$ cat src/rtl/hwf_pkg.sv
// ----------------------------------------------------------------------------
// hwf_pkg - shared definitions for the holonomic waypoint follower
// Waypoint table, register indexes, fixed-point constants and helper types.
// ----------------------------------------------------------------------------
package hwf_pkg;

  localparam int NUM_WAYPOINTS_DEF = 9;
  localparam int TABLE_LEN         = 9;

  // configuration port
  localparam int CFG_ADDR_W = 2;
  localparam int CFG_DATA_W = 16;

  localparam logic [CFG_ADDR_W-1:0] REG_TOL_LIN   = 2'd0;
  localparam logic [CFG_ADDR_W-1:0] REG_TOL_ANG   = 2'd1;
  localparam logic [CFG_ADDR_W-1:0] REG_LIN_SPEED = 2'd2;
  localparam logic [CFG_ADDR_W-1:0] REG_ANG_SPEED = 2'd3;

  localparam logic [15:0] TOL_LIN_RST   = 16'd3277;
  localparam logic [15:0] TOL_ANG_RST   = 16'd5719;
  localparam logic [14:0] LIN_SPEED_RST = 15'd8192;
  localparam logic [14:0] ANG_SPEED_RST = 15'd5407;

  // Q16.16 constants
  localparam logic [16:0] ONE_Q       = 17'd65536;
  localparam logic [31:0] OFFSET_Q    = 32'd65536;
  localparam logic [19:0] TWO_PI_Q    = 20'd411775;
  localparam logic [19:0] FOUR_PI_Q   = 20'd823550;
  localparam logic [19:0] PI_Q        = 20'd205887;
  localparam logic [19:0] HALF_PI_Q   = 20'd102944;

  // reciprocals for exact floor division of values below 2^18
  localparam logic [18:0] RECIP_30 = 19'd279621;  // ceil(2^23 / 30)
  localparam logic [18:0] RECIP_12 = 19'd349526;  // ceil(2^22 / 12)

  typedef struct packed {
    logic [18:0] yaw;
    logic        x_pos;
    logic        x_neg;
    logic        y_pos;
    logic        y_neg;
  } wp_t;

  // per-request side band carried down the cosine pipeline
  typedef struct packed {
    logic       x_pos;
    logic       x_neg;
    logic       y_pos;
    logic       y_neg;
    logic       h_pos;
    logic       h_neg;
    logic [3:0] wp_now;
    logic       finished;
  } side_t;

  function automatic wp_t wp_entry(input logic [7:0] i);
    wp_t w;
    w = '0;
    case (i)
      8'd0: begin w.x_pos = 1'b1; w.y_neg = 1'b1; end
      8'd1: begin w.x_pos = 1'b1; w.y_pos = 1'b1; end
      8'd2: begin w.x_pos = 1'b1; w.y_pos = 1'b1; end
      8'd3: begin w.yaw = 19'sd102944; w.x_pos = 1'b1; w.y_neg = 1'b1; end
      8'd4: begin w.yaw = -19'sd205883; w.x_neg = 1'b1; w.y_neg = 1'b1; end
      8'd5: begin w.x_neg = 1'b1; w.y_pos = 1'b1; end
      8'd6: begin w.x_neg = 1'b1; w.y_pos = 1'b1; end
      8'd7: begin w.x_neg = 1'b1; w.y_neg = 1'b1; end
      default: w = '0;
    endcase
    return w;
  endfunction

  function automatic logic [15:0] sat16(input logic signed [17:0] v);
    logic [15:0] r;
    if (v > 18'sd32767) begin
      r = 16'h7fff;
    end else if (v < -18'sd32768) begin
      r = 16'h8000;
    end else begin
      r = v[15:0];
    end
    return r;
  endfunction

endpackage

$ cat src/rtl/holonomic_waypoint_follower_core.sv
// ----------------------------------------------------------------------------
// holonomic_waypoint_follower_core - four-wheel waypoint follower
// Walks a fixed list of relative waypoints and mixes wheel speed commands.
// ----------------------------------------------------------------------------
// Usage:
//   Slave channel carries requests: s_tuser selects a pose update (0) or a
//   control tick (1). A pose update stores the pose and gives no result; a
//   tick gives one result on the master channel with four saturated wheel
//   commands, the current waypoint index and the finished flag.
//   A request is taken at every clock in which s_tvalid and s_tready are high.
//   Throughput is one request per cycle while s_tready is high. Waypoint state
//   is updated in the input stage, so each request sees the state left by the
//   one before. The wheel magnitude needs the cosine of the heading error, a
//   chain of six multiplies with a register after each; a tick result passes
//   the input, stage and output registers before it shows on m_tvalid.
//   When the receiver stalls, results wait in the output register and the
//   stages behind it keep filling; s_tready drops only once the whole
//   pipeline is full. Reset (rst, synchronous) clears pose, goal and waypoint
//   index, arms a new setpoint, empties the pipeline and loads the register
//   defaults. Registers are written through cfg_we / cfg_addr / cfg_wdata;
//   the user must do so only while idle, the block does not enforce it.
// ----------------------------------------------------------------------------
module holonomic_waypoint_follower_core #(
  parameter int NUM_WAYPOINTS = hwf_pkg::NUM_WAYPOINTS_DEF
) (
  input  logic                           clk,
  input  logic                           rst,
  input  logic                           s_tvalid,
  output logic                           s_tready,
  input  logic [87:0]                    s_tdata,   // pos_x, pos_y, yaw, zero pad
  input  logic [0:0]                     s_tuser,   // func
  output logic                           m_tvalid,
  input  logic                           m_tready,
  output logic [71:0]                    m_tdata,   // wheel_0..3, waypoint_now,
                                                    // finished, zero pad
  input  logic                           cfg_we,
  input  logic [hwf_pkg::CFG_ADDR_W-1:0] cfg_addr,
  input  logic [hwf_pkg::CFG_DATA_W-1:0] cfg_wdata
);

  localparam int IDX_W = $clog2(NUM_WAYPOINTS + 1);
  localparam logic [IDX_W-1:0] IDX_LAST = IDX_W'(NUM_WAYPOINTS);

  // configuration
  logic [15:0] tol_lin, tol_ang;
  logic [14:0] lin_speed, ang_speed;

  always_ff @(posedge clk) begin
    if (rst) begin
      tol_lin   <= hwf_pkg::TOL_LIN_RST;
      tol_ang   <= hwf_pkg::TOL_ANG_RST;
      lin_speed <= hwf_pkg::LIN_SPEED_RST;
      ang_speed <= hwf_pkg::ANG_SPEED_RST;
    end else if (cfg_we) begin
      case (cfg_addr)
        hwf_pkg::REG_TOL_LIN:   tol_lin   <= cfg_wdata;
        hwf_pkg::REG_TOL_ANG:   tol_ang   <= cfg_wdata;
        hwf_pkg::REG_LIN_SPEED: lin_speed <= cfg_wdata[14:0];
        hwf_pkg::REG_ANG_SPEED: ang_speed <= cfg_wdata[14:0];
        default: ;
      endcase
    end
  end

  // stage enables, from the output back
  logic [8:1] vld;
  logic       v0, ovld;
  logic       en_out;
  logic [8:1] en;
  logic       tick0, adv0;
  logic       s_tuser_q;

  always_comb begin
    en_out = !ovld || m_tready;
    en[8]  = !vld[8] || en_out;
    for (int k = 7; k >= 1; k--) begin
      en[k] = !vld[k] || en[k+1];
    end
  end

  assign tick0    = s_tuser_q;
  assign adv0     = v0 && (!tick0 || en[1]);
  assign s_tready = !v0 || adv0;

  // input register
  logic [31:0] in_x, in_y;
  logic [18:0] in_yaw;

  always_ff @(posedge clk) begin
    if (rst) begin
      v0 <= 1'b0;
    end else if (s_tvalid && s_tready) begin
      v0 <= 1'b1;
    end else if (adv0) begin
      v0 <= 1'b0;
    end
  end

  always_ff @(posedge clk) begin
    if (s_tvalid && s_tready) begin
      s_tuser_q <= s_tuser[0];
      in_x      <= s_tdata[31:0];
      in_y      <= s_tdata[63:32];
      in_yaw    <= s_tdata[82:64];
    end
  end

  // waypoint state
  logic [31:0]      cur_x, cur_y, goal_x, goal_y;
  logic [18:0]      cur_heading;
  logic [19:0]      goal_heading;
  logic             need_setpoint, done_flag;
  logic [IDX_W-1:0] waypoint_idx;

  logic [31:0]      goal_x_next, goal_y_next;
  logic [19:0]      goal_heading_next;
  logic             need_setpoint_next, done_flag_next;
  logic [IDX_W-1:0] waypoint_idx_next;
  hwf_pkg::side_t   side0;
  logic [20:0]      dh0;

  logic             commit_tick;
  hwf_pkg::wp_t     wp;
  logic [31:0]      x_off, y_off;
  logic [32:0]      dx, dy, dx_mag, dy_mag;
  logic [20:0]      dh_mag0;
  logic             fx, fy, fh, all_zero;
  logic [IDX_W+3:0] idx_ext;

  assign commit_tick = adv0 && tick0 && !done_flag;

  always_comb begin
    wp = hwf_pkg::wp_t'(0);
    if (32'(waypoint_idx) < 32'(hwf_pkg::TABLE_LEN)) begin
      wp = hwf_pkg::wp_entry(8'(waypoint_idx));
    end
    x_off = wp.x_pos ? hwf_pkg::OFFSET_Q : (wp.x_neg ? -hwf_pkg::OFFSET_Q : 32'd0);
    y_off = wp.y_pos ? hwf_pkg::OFFSET_Q : (wp.y_neg ? -hwf_pkg::OFFSET_Q : 32'd0);

    if (need_setpoint) begin
      goal_x_next       = cur_x + x_off;
      goal_y_next       = cur_y + y_off;
      goal_heading_next = {cur_heading[18], cur_heading} + {wp.yaw[18], wp.yaw};
    end else begin
      goal_x_next       = goal_x;
      goal_y_next       = goal_y;
      goal_heading_next = goal_heading;
    end

    dx  = {goal_x_next[31], goal_x_next} - {cur_x[31], cur_x};
    dy  = {goal_y_next[31], goal_y_next} - {cur_y[31], cur_y};
    dh0 = {goal_heading_next[19], goal_heading_next} - {{2{cur_heading[18]}}, cur_heading};
    dx_mag  = dx[32] ? (~dx + 33'd1) : dx;
    dy_mag  = dy[32] ? (~dy + 33'd1) : dy;
    dh_mag0 = dh0[20] ? (~dh0 + 21'd1) : dh0;

    fx = dx_mag >= {17'd0, tol_lin};
    fy = dy_mag >= {17'd0, tol_lin};
    fh = dh_mag0 >= {5'd0, tol_ang};

    side0.x_pos = wp.x_pos && fx;
    side0.x_neg = wp.x_neg && fx;
    side0.y_pos = wp.y_pos && fy;
    side0.y_neg = wp.y_neg && fy;
    side0.h_pos = !wp.yaw[18] && (wp.yaw != 19'd0) && fh;
    side0.h_neg = wp.yaw[18] && fh;
    all_zero = !(side0.x_pos || side0.x_neg || side0.y_pos || side0.y_neg ||
                 side0.h_pos || side0.h_neg);

    need_setpoint_next = all_zero;
    waypoint_idx_next  = waypoint_idx;
    if (all_zero && (waypoint_idx < IDX_LAST)) begin
      waypoint_idx_next = waypoint_idx + IDX_W'(1);
    end
    done_flag_next = waypoint_idx_next >= IDX_LAST;

    // a finished block reports zero wheels
    if (done_flag || done_flag_next) begin
      side0.x_pos = 1'b0;
      side0.x_neg = 1'b0;
      side0.y_pos = 1'b0;
      side0.y_neg = 1'b0;
      side0.h_pos = 1'b0;
      side0.h_neg = 1'b0;
    end
    idx_ext         = {4'd0, (done_flag ? waypoint_idx : waypoint_idx_next)};
    side0.wp_now    = idx_ext[3:0];
    side0.finished  = done_flag || done_flag_next;
  end

  always_ff @(posedge clk) begin
    if (rst) begin
      cur_x         <= '0;
      cur_y         <= '0;
      cur_heading   <= '0;
      goal_x        <= '0;
      goal_y        <= '0;
      goal_heading  <= '0;
      need_setpoint <= 1'b1;
      waypoint_idx  <= '0;
      done_flag     <= 1'b0;
    end else if (adv0 && !tick0) begin
      cur_x       <= in_x;
      cur_y       <= in_y;
      cur_heading <= in_yaw;
    end else if (commit_tick) begin
      goal_x        <= goal_x_next;
      goal_y        <= goal_y_next;
      goal_heading  <= goal_heading_next;
      need_setpoint <= need_setpoint_next;
      waypoint_idx  <= waypoint_idx_next;
      done_flag     <= done_flag_next;
    end
  end

  // cosine pipeline valids
  always_ff @(posedge clk) begin
    if (rst) begin
      vld  <= '0;
      ovld <= 1'b0;
    end else begin
      if (en[1]) vld[1] <= v0 && tick0;
      for (int k = 2; k <= 8; k++) begin
        if (en[k]) vld[k] <= vld[k-1];
      end
      if (en_out) ovld <= vld[8];
    end
  end

  hwf_pkg::side_t side1, side2, side3, side4, side5, side6, side7, side8;
  logic [20:0] s1_dh;
  logic [16:0] s2_r;
  logic [17:0] s3_x2, s4_x2, s5_x2, s6_x2;
  logic [13:0] s4_q1;
  logic [17:0] s5_y;
  logic [14:0] s6_q2;
  logic [17:0] s7_z;
  logic [15:0] s8_pm;
  logic s2_neg, s3_neg, s4_neg, s5_neg, s6_neg, s7_neg, s8_neg;

  // stage 1: reduce the heading error to [0, pi/2]
  logic [20:0] dh_mag1;
  logic [19:0] m1, r1, r1f;
  logic        neg1;
  always_comb begin
    dh_mag1 = s1_dh[20] ? (~s1_dh + 21'd1) : s1_dh;
    if (dh_mag1[19:0] >= hwf_pkg::FOUR_PI_Q) begin
      m1 = dh_mag1[19:0] - hwf_pkg::FOUR_PI_Q;
    end else if (dh_mag1[19:0] >= hwf_pkg::TWO_PI_Q) begin
      m1 = dh_mag1[19:0] - hwf_pkg::TWO_PI_Q;
    end else begin
      m1 = dh_mag1[19:0];
    end
    r1   = (m1 > hwf_pkg::PI_Q) ? (hwf_pkg::TWO_PI_Q - m1) : m1;
    neg1 = r1 > hwf_pkg::HALF_PI_Q;
    r1f  = neg1 ? (hwf_pkg::PI_Q - r1) : r1;
  end

  // stage 2..7: series terms
  logic [33:0] rr2;
  logic [36:0] p3, p5;
  logic [34:0] p4, p6;
  logic [16:0] t1, t2, c7;
  logic [18:0] t3;
  logic [31:0] p7;
  always_comb begin
    rr2 = s2_r * s2_r;
    p3  = s3_x2 * hwf_pkg::RECIP_30;
    t1  = hwf_pkg::ONE_Q - {3'd0, s4_q1};
    p4  = s4_x2 * t1;
    p5  = s5_y * hwf_pkg::RECIP_12;
    t2  = hwf_pkg::ONE_Q - {2'd0, s6_q2};
    p6  = s6_x2 * t2;
    t3  = {2'd0, hwf_pkg::ONE_Q} - {2'd0, s7_z[17:1]};
    if (t3[18]) begin
      c7 = 17'd0;
    end else if (t3 > {2'd0, hwf_pkg::ONE_Q}) begin
      c7 = hwf_pkg::ONE_Q;
    end else begin
      c7 = t3[16:0];
    end
    p7 = lin_speed * c7;
  end

  always_ff @(posedge clk) begin
    if (en[1]) begin side1 <= side0; s1_dh <= dh0; end
    if (en[2]) begin side2 <= side1; s2_r <= r1f[16:0]; s2_neg <= neg1; end
    if (en[3]) begin side3 <= side2; s3_x2 <= rr2[33:16]; s3_neg <= s2_neg; end
    if (en[4]) begin
      side4 <= side3; s4_x2 <= s3_x2; s4_q1 <= p3[36:23]; s4_neg <= s3_neg;
    end
    if (en[5]) begin
      side5 <= side4; s5_x2 <= s4_x2; s5_y <= p4[33:16]; s5_neg <= s4_neg;
    end
    if (en[6]) begin
      side6 <= side5; s6_x2 <= s5_x2; s6_q2 <= p5[36:22]; s6_neg <= s5_neg;
    end
    if (en[7]) begin side7 <= side6; s7_z <= p6[33:16]; s7_neg <= s6_neg; end
    if (en[8]) begin side8 <= side7; s8_pm <= p7[31:16]; s8_neg <= s7_neg; end
  end

  // stage 8: wheel mixing
  logic signed [17:0] p_s, a_s, tx, ty, th_t, w0, w1, w2, w3;
  always_comb begin
    p_s  = s8_neg ? -$signed({2'b00, s8_pm}) : $signed({2'b00, s8_pm});
    a_s  = $signed({3'b000, ang_speed});
    tx   = side8.x_pos ? p_s : (side8.x_neg ? -p_s : 18'sd0);
    ty   = side8.y_pos ? p_s : (side8.y_neg ? -p_s : 18'sd0);
    th_t = side8.h_pos ? a_s : (side8.h_neg ? -a_s : 18'sd0);
    w0   = tx - ty + th_t;
    w1   = tx + ty - th_t;
    w2   = tx + ty + th_t;
    w3   = tx - ty - th_t;
  end

  always_ff @(posedge clk) begin
    if (en_out) begin
      m_tdata <= {3'd0, side8.finished, side8.wp_now,
                  hwf_pkg::sat16(w3), hwf_pkg::sat16(w2),
                  hwf_pkg::sat16(w1), hwf_pkg::sat16(w0)};
    end
  end

  assign m_tvalid = ovld;

  // checks
  a_finished_zero: assert property (@(posedge clk) disable iff (rst)
    m_tvalid && m_tdata[68] |-> m_tdata[63:0] == 64'd0)
    else $error("finished result with nonzero wheels");

  a_done_sticks: assert property (@(posedge clk) disable iff (rst)
    done_flag |=> done_flag)
    else $error("finished flag cleared without reset");

  a_idx_range: assert property (@(posedge clk) disable iff (rst)
    waypoint_idx <= IDX_LAST)
    else $error("waypoint index past end of list");

  a_stall_full: assert property (@(posedge clk) disable iff (rst)
    !s_tready |-> v0 && tick0 && (&vld) && ovld && !m_tready)
    else $error("input stalled with room in the pipeline");

endmodule

$ cat config.mk
export PLATFORM = sky130hd
export DESIGN_NAME = holonomic_waypoint_follower_core
export DESIGN_NICKNAME = d
export VERILOG_FILES = /design/src/rtl/hwf_pkg.sv /design/src/rtl/holonomic_waypoint_follower_core.sv
export SDC_FILE = /design/constraint.sdc
export NUM_CORES = 2
export LEC_CHECK = 0
export ABC_AREA = 1
export BUFFER_PORTS_ARGS = -buffer_cell sky130_fd_sc_hd__buf_2
export CAP_MARGIN = 40
export CORE_ASPECT_RATIO = 1.4
export CORE_MARGIN = 2
export CORE_UTILIZATION = 38
export CTS_BUF_LIST = sky130_fd_sc_hd__clkbuf_16
export CTS_CLUSTER_DIAMETER = 50
export DETAILED_ROUTE_END_ITERATION = 8
export HOLD_SLACK_MARGIN = 0.12
export PLACE_DENSITY_LB_ADDON = 0.15
export SLEW_MARGIN = 20
export SYNTH_ARGS = -nofsm -noshare
export SYNTH_HDL_FRONTEND = slang
export SYNTH_SLANG_ARGS = --single-unit
export TNS_END_PERCENT = 5
$ cat constraint.sdc
create_clock -name clk -period 15.8 [get_ports clk]
set_input_delay 1.58 -clock clk [delete_from_list [all_inputs] [get_ports clk]]
set_output_delay 1.58 -clock clk [all_outputs]
set_load 0.01 [all_outputs]
==> flow_summary.ini <==
[clocking]
cts_tree = built
clock-root-buffer = clkbuf_16
path_clk_slew_ns = 0.06
cts.htree.levels = 3
cts.repair.resized = 0
cts_sinks = 683
cts_hold_buf = 0
clk_path_buf_depth = 3
cts_setup_buffers = 0
cts_made_buffers = 92
clk_latency_ns = 0.74

[timing]
slew_viol_final = 0
hold_ws_ns = 0.415
setup_tns_ns = 0
rsz0062_at_grt = no
skew_ns = 0.0532
setup_slack_ns = 5.62
tightest_slew_ns = 0.894
relSlewSlack_pct = 40.4
fin_crit_sh_pct = 64.4
setup_violations = 0
period_minus_slack_ns = 10.18
hold_viol_final = 0
clock.fmax_ghz = 0.0982

[die]
die_h_um = 571
start_util_pct = 38.2
die_w_um = 409
coreArea_sq_um = 229000
dieArea_sq_um = 234000
ios = 186
row_count = 208

[detailed_routing]
highest_layer = met5
drt-pass1-iter-count = 6
vias_per_cell = 4.96
drc = 0
wl_met2_um = 126000
wl_met1_um = 98000
post_drt_wl_per_cell_um = 17.1
vias = 70241
wl_met3_um = 8890
wirelength_um = 242000
first_iter_violations = 3412
ant_nets = 0

[place]
gp_congestion = 0.922
dp_worst_setup_slack_ns = 5.61
dp_hpwl_um = 200000
io_buffers = 177
dp_cells = 13990

[worst_setup_path]
worstPathRequired_ns = 16.24
crit_arrival_ns = 10.61
max_stage_delay_ns = 0.75
cp_max_fo = 18
r2r_start = s4_q1[0]$_DFFE_PP_
crit_start = s4_q1[0]$_DFFE_PP_
cp_slowest_cell = nand2_1
crit_path_end_kind = flip-flop
critical_path_class = flip-flop to flip-flop
cp-start-kind = flip-flop
crit_top_cell = nand2_1

[yosys]
async_flop_share_pct = 0
post-synth-top-area-cell = fa_1
synth_seq_cells = 683
ys.flop_type = edfxtp_1
synth_cell_type_count = 75
synth_area_leaders = fa_1, edfxtp_1, ha_1
netlist_instances = 10973
ys_seq_area_share_pct = 20.7
yosysTopAreaCellShare_pct = 23.3
synth_edf_count = 438
syn_area_sq_um = 87400
ys_warn_count = 0
syn_area_per_cell_sq_um = 7.97

[min_path]
hold_path_class = flip-flop to flip-flop
hp-start = side6[1]$_DFFE_PP_

[run_status]
status = finished clean

[global_route]
antenna_found_initial = 11
overflow = 0
grt_util_all_layers_pct = 20.7
grt_pass1_wl_um = 386000
grt_max_degree = 84
grt_pass1_vias = 72730

[layout]
layout-drive-gt1-share_pct = 4.82
fin_nets = 13143
syn_to_final_growth_pct = 8.47
stdcell_count = 14167

[run]
max_cap_viol_count = 0
## synthesized netlist by cell type (all sizes together) (25+ instances only)
cell type,number
nand4,105
ha,969
a211oi,26
or2,25
nor2,931
a21oi,599
xnor2,70
dfxtp,245
buf,33
nand2,2392
o21ai,466
o211ai,31
o22ai,42
a21o,25
nand3,364
inv,2346
o21bai,54
nor3,77
a31oi,33
fa,1016
xor2,298
clkbuf,242
edfxtp,438
## through the flow
step           cell area, sq um  utilization (%)
2_1_floorplan             87400                -
3_3_place_gp              91500             39.9
3_5_place_dp              91500             40.0
4_1_cts                   94700             41.3
5_1_grt                   94800             41.4
6_report                  94800             41.4
## routing by layer
layer,global-route usage [%],vias to the layer above
li1,-,34342
met1,24.0,34061
met2,39.2,1401
met3,2.18,431
met4,6.95,6
met5,0,-
## state kept, by name, summed over array words and instances (netlist names), 16 cells and up
name	count
s7_z	17
cur_y	32
cur_x	32
s5_y	18
goal_heading	20
s3_x2	18
s4_x2	18
in_x	32
in_y	32
tol_lin	16
m_tdata	69
s6_x2	18
goal_x	32
s8_pm	16
cur_heading	19
tol_ang	16
goal_y	32
s5_x2	18
s2_r	17
s1_dh	21
in_yaw	19
## placed cells by master, fill, tap and decap left out, drive strengths merged, types with 33 or more instances in the layout
cell type / count
a31oi: 33
nand4: 105
edfxtp: 438
xnor2: 70
buf: 252
xor2: 298
nand3: 364
fa: 1016
clkbuf: 92
ha: 969
o21ai: 466
dfxtp: 245
o21bai: 54
nand2: 2392
clkinv: 48
inv: 2377
o22ai: 42
nor3: 77
nor2: 931
a21oi: 599
## cell type report
class	instances	area, sq um
clock buffer	92	2300
fill	23550	134000
inverter	2363	8880
timing repair buffer	252	1570
antenna	2	5.00
tap	3045	3810
clock inverter	76	815
multi-input combinational	7654	59400
sequential	683	18100
## path summary, 6_finish.rpt
path	endpoint	slack [ns]	depth (start not counted)
setup reg to reg	s5_y[17]$_DFFE_PP_	5.62	38
hold / removal	side7[1]$_DFFE_PP_	0.41	0
hold reg to reg	side7[1]$_DFFE_PP_	0.41	0
setup / recovery	s5_y[17]$_DFFE_PP_	5.62	38
## logic make-up (layout without fill, tap and decap cells)
kind of cell,after synthesis,in the layout,share of synthesized area [%]
compound gates,1351,1351,8.56
xor+xnor,368,368,3.70
fa+ha+maj,1985,1985,37.1
buf+inv,2638,2783,11.5
flops,683,683,20.7
mux,4,4,0.0472
other cells,1,5,0.00429
simple gates,3943,3943,18.4
## worst max-delay path, delay by kind of cell, from the launching register on
family / cells / cell delay [ns]
simple gates: 19 / 3.93
fa+ha+maj: 7 / 3.32
buf+inv: 8 / 1.08
compound gates: 3 / 0.73
flops: 1 / 0.72
xor+xnor: 1 / 0.12
Power is left out: the tool's default activity adds up to more than one toggle a clock period on the data nets, which glitch-free logic cannot reach.
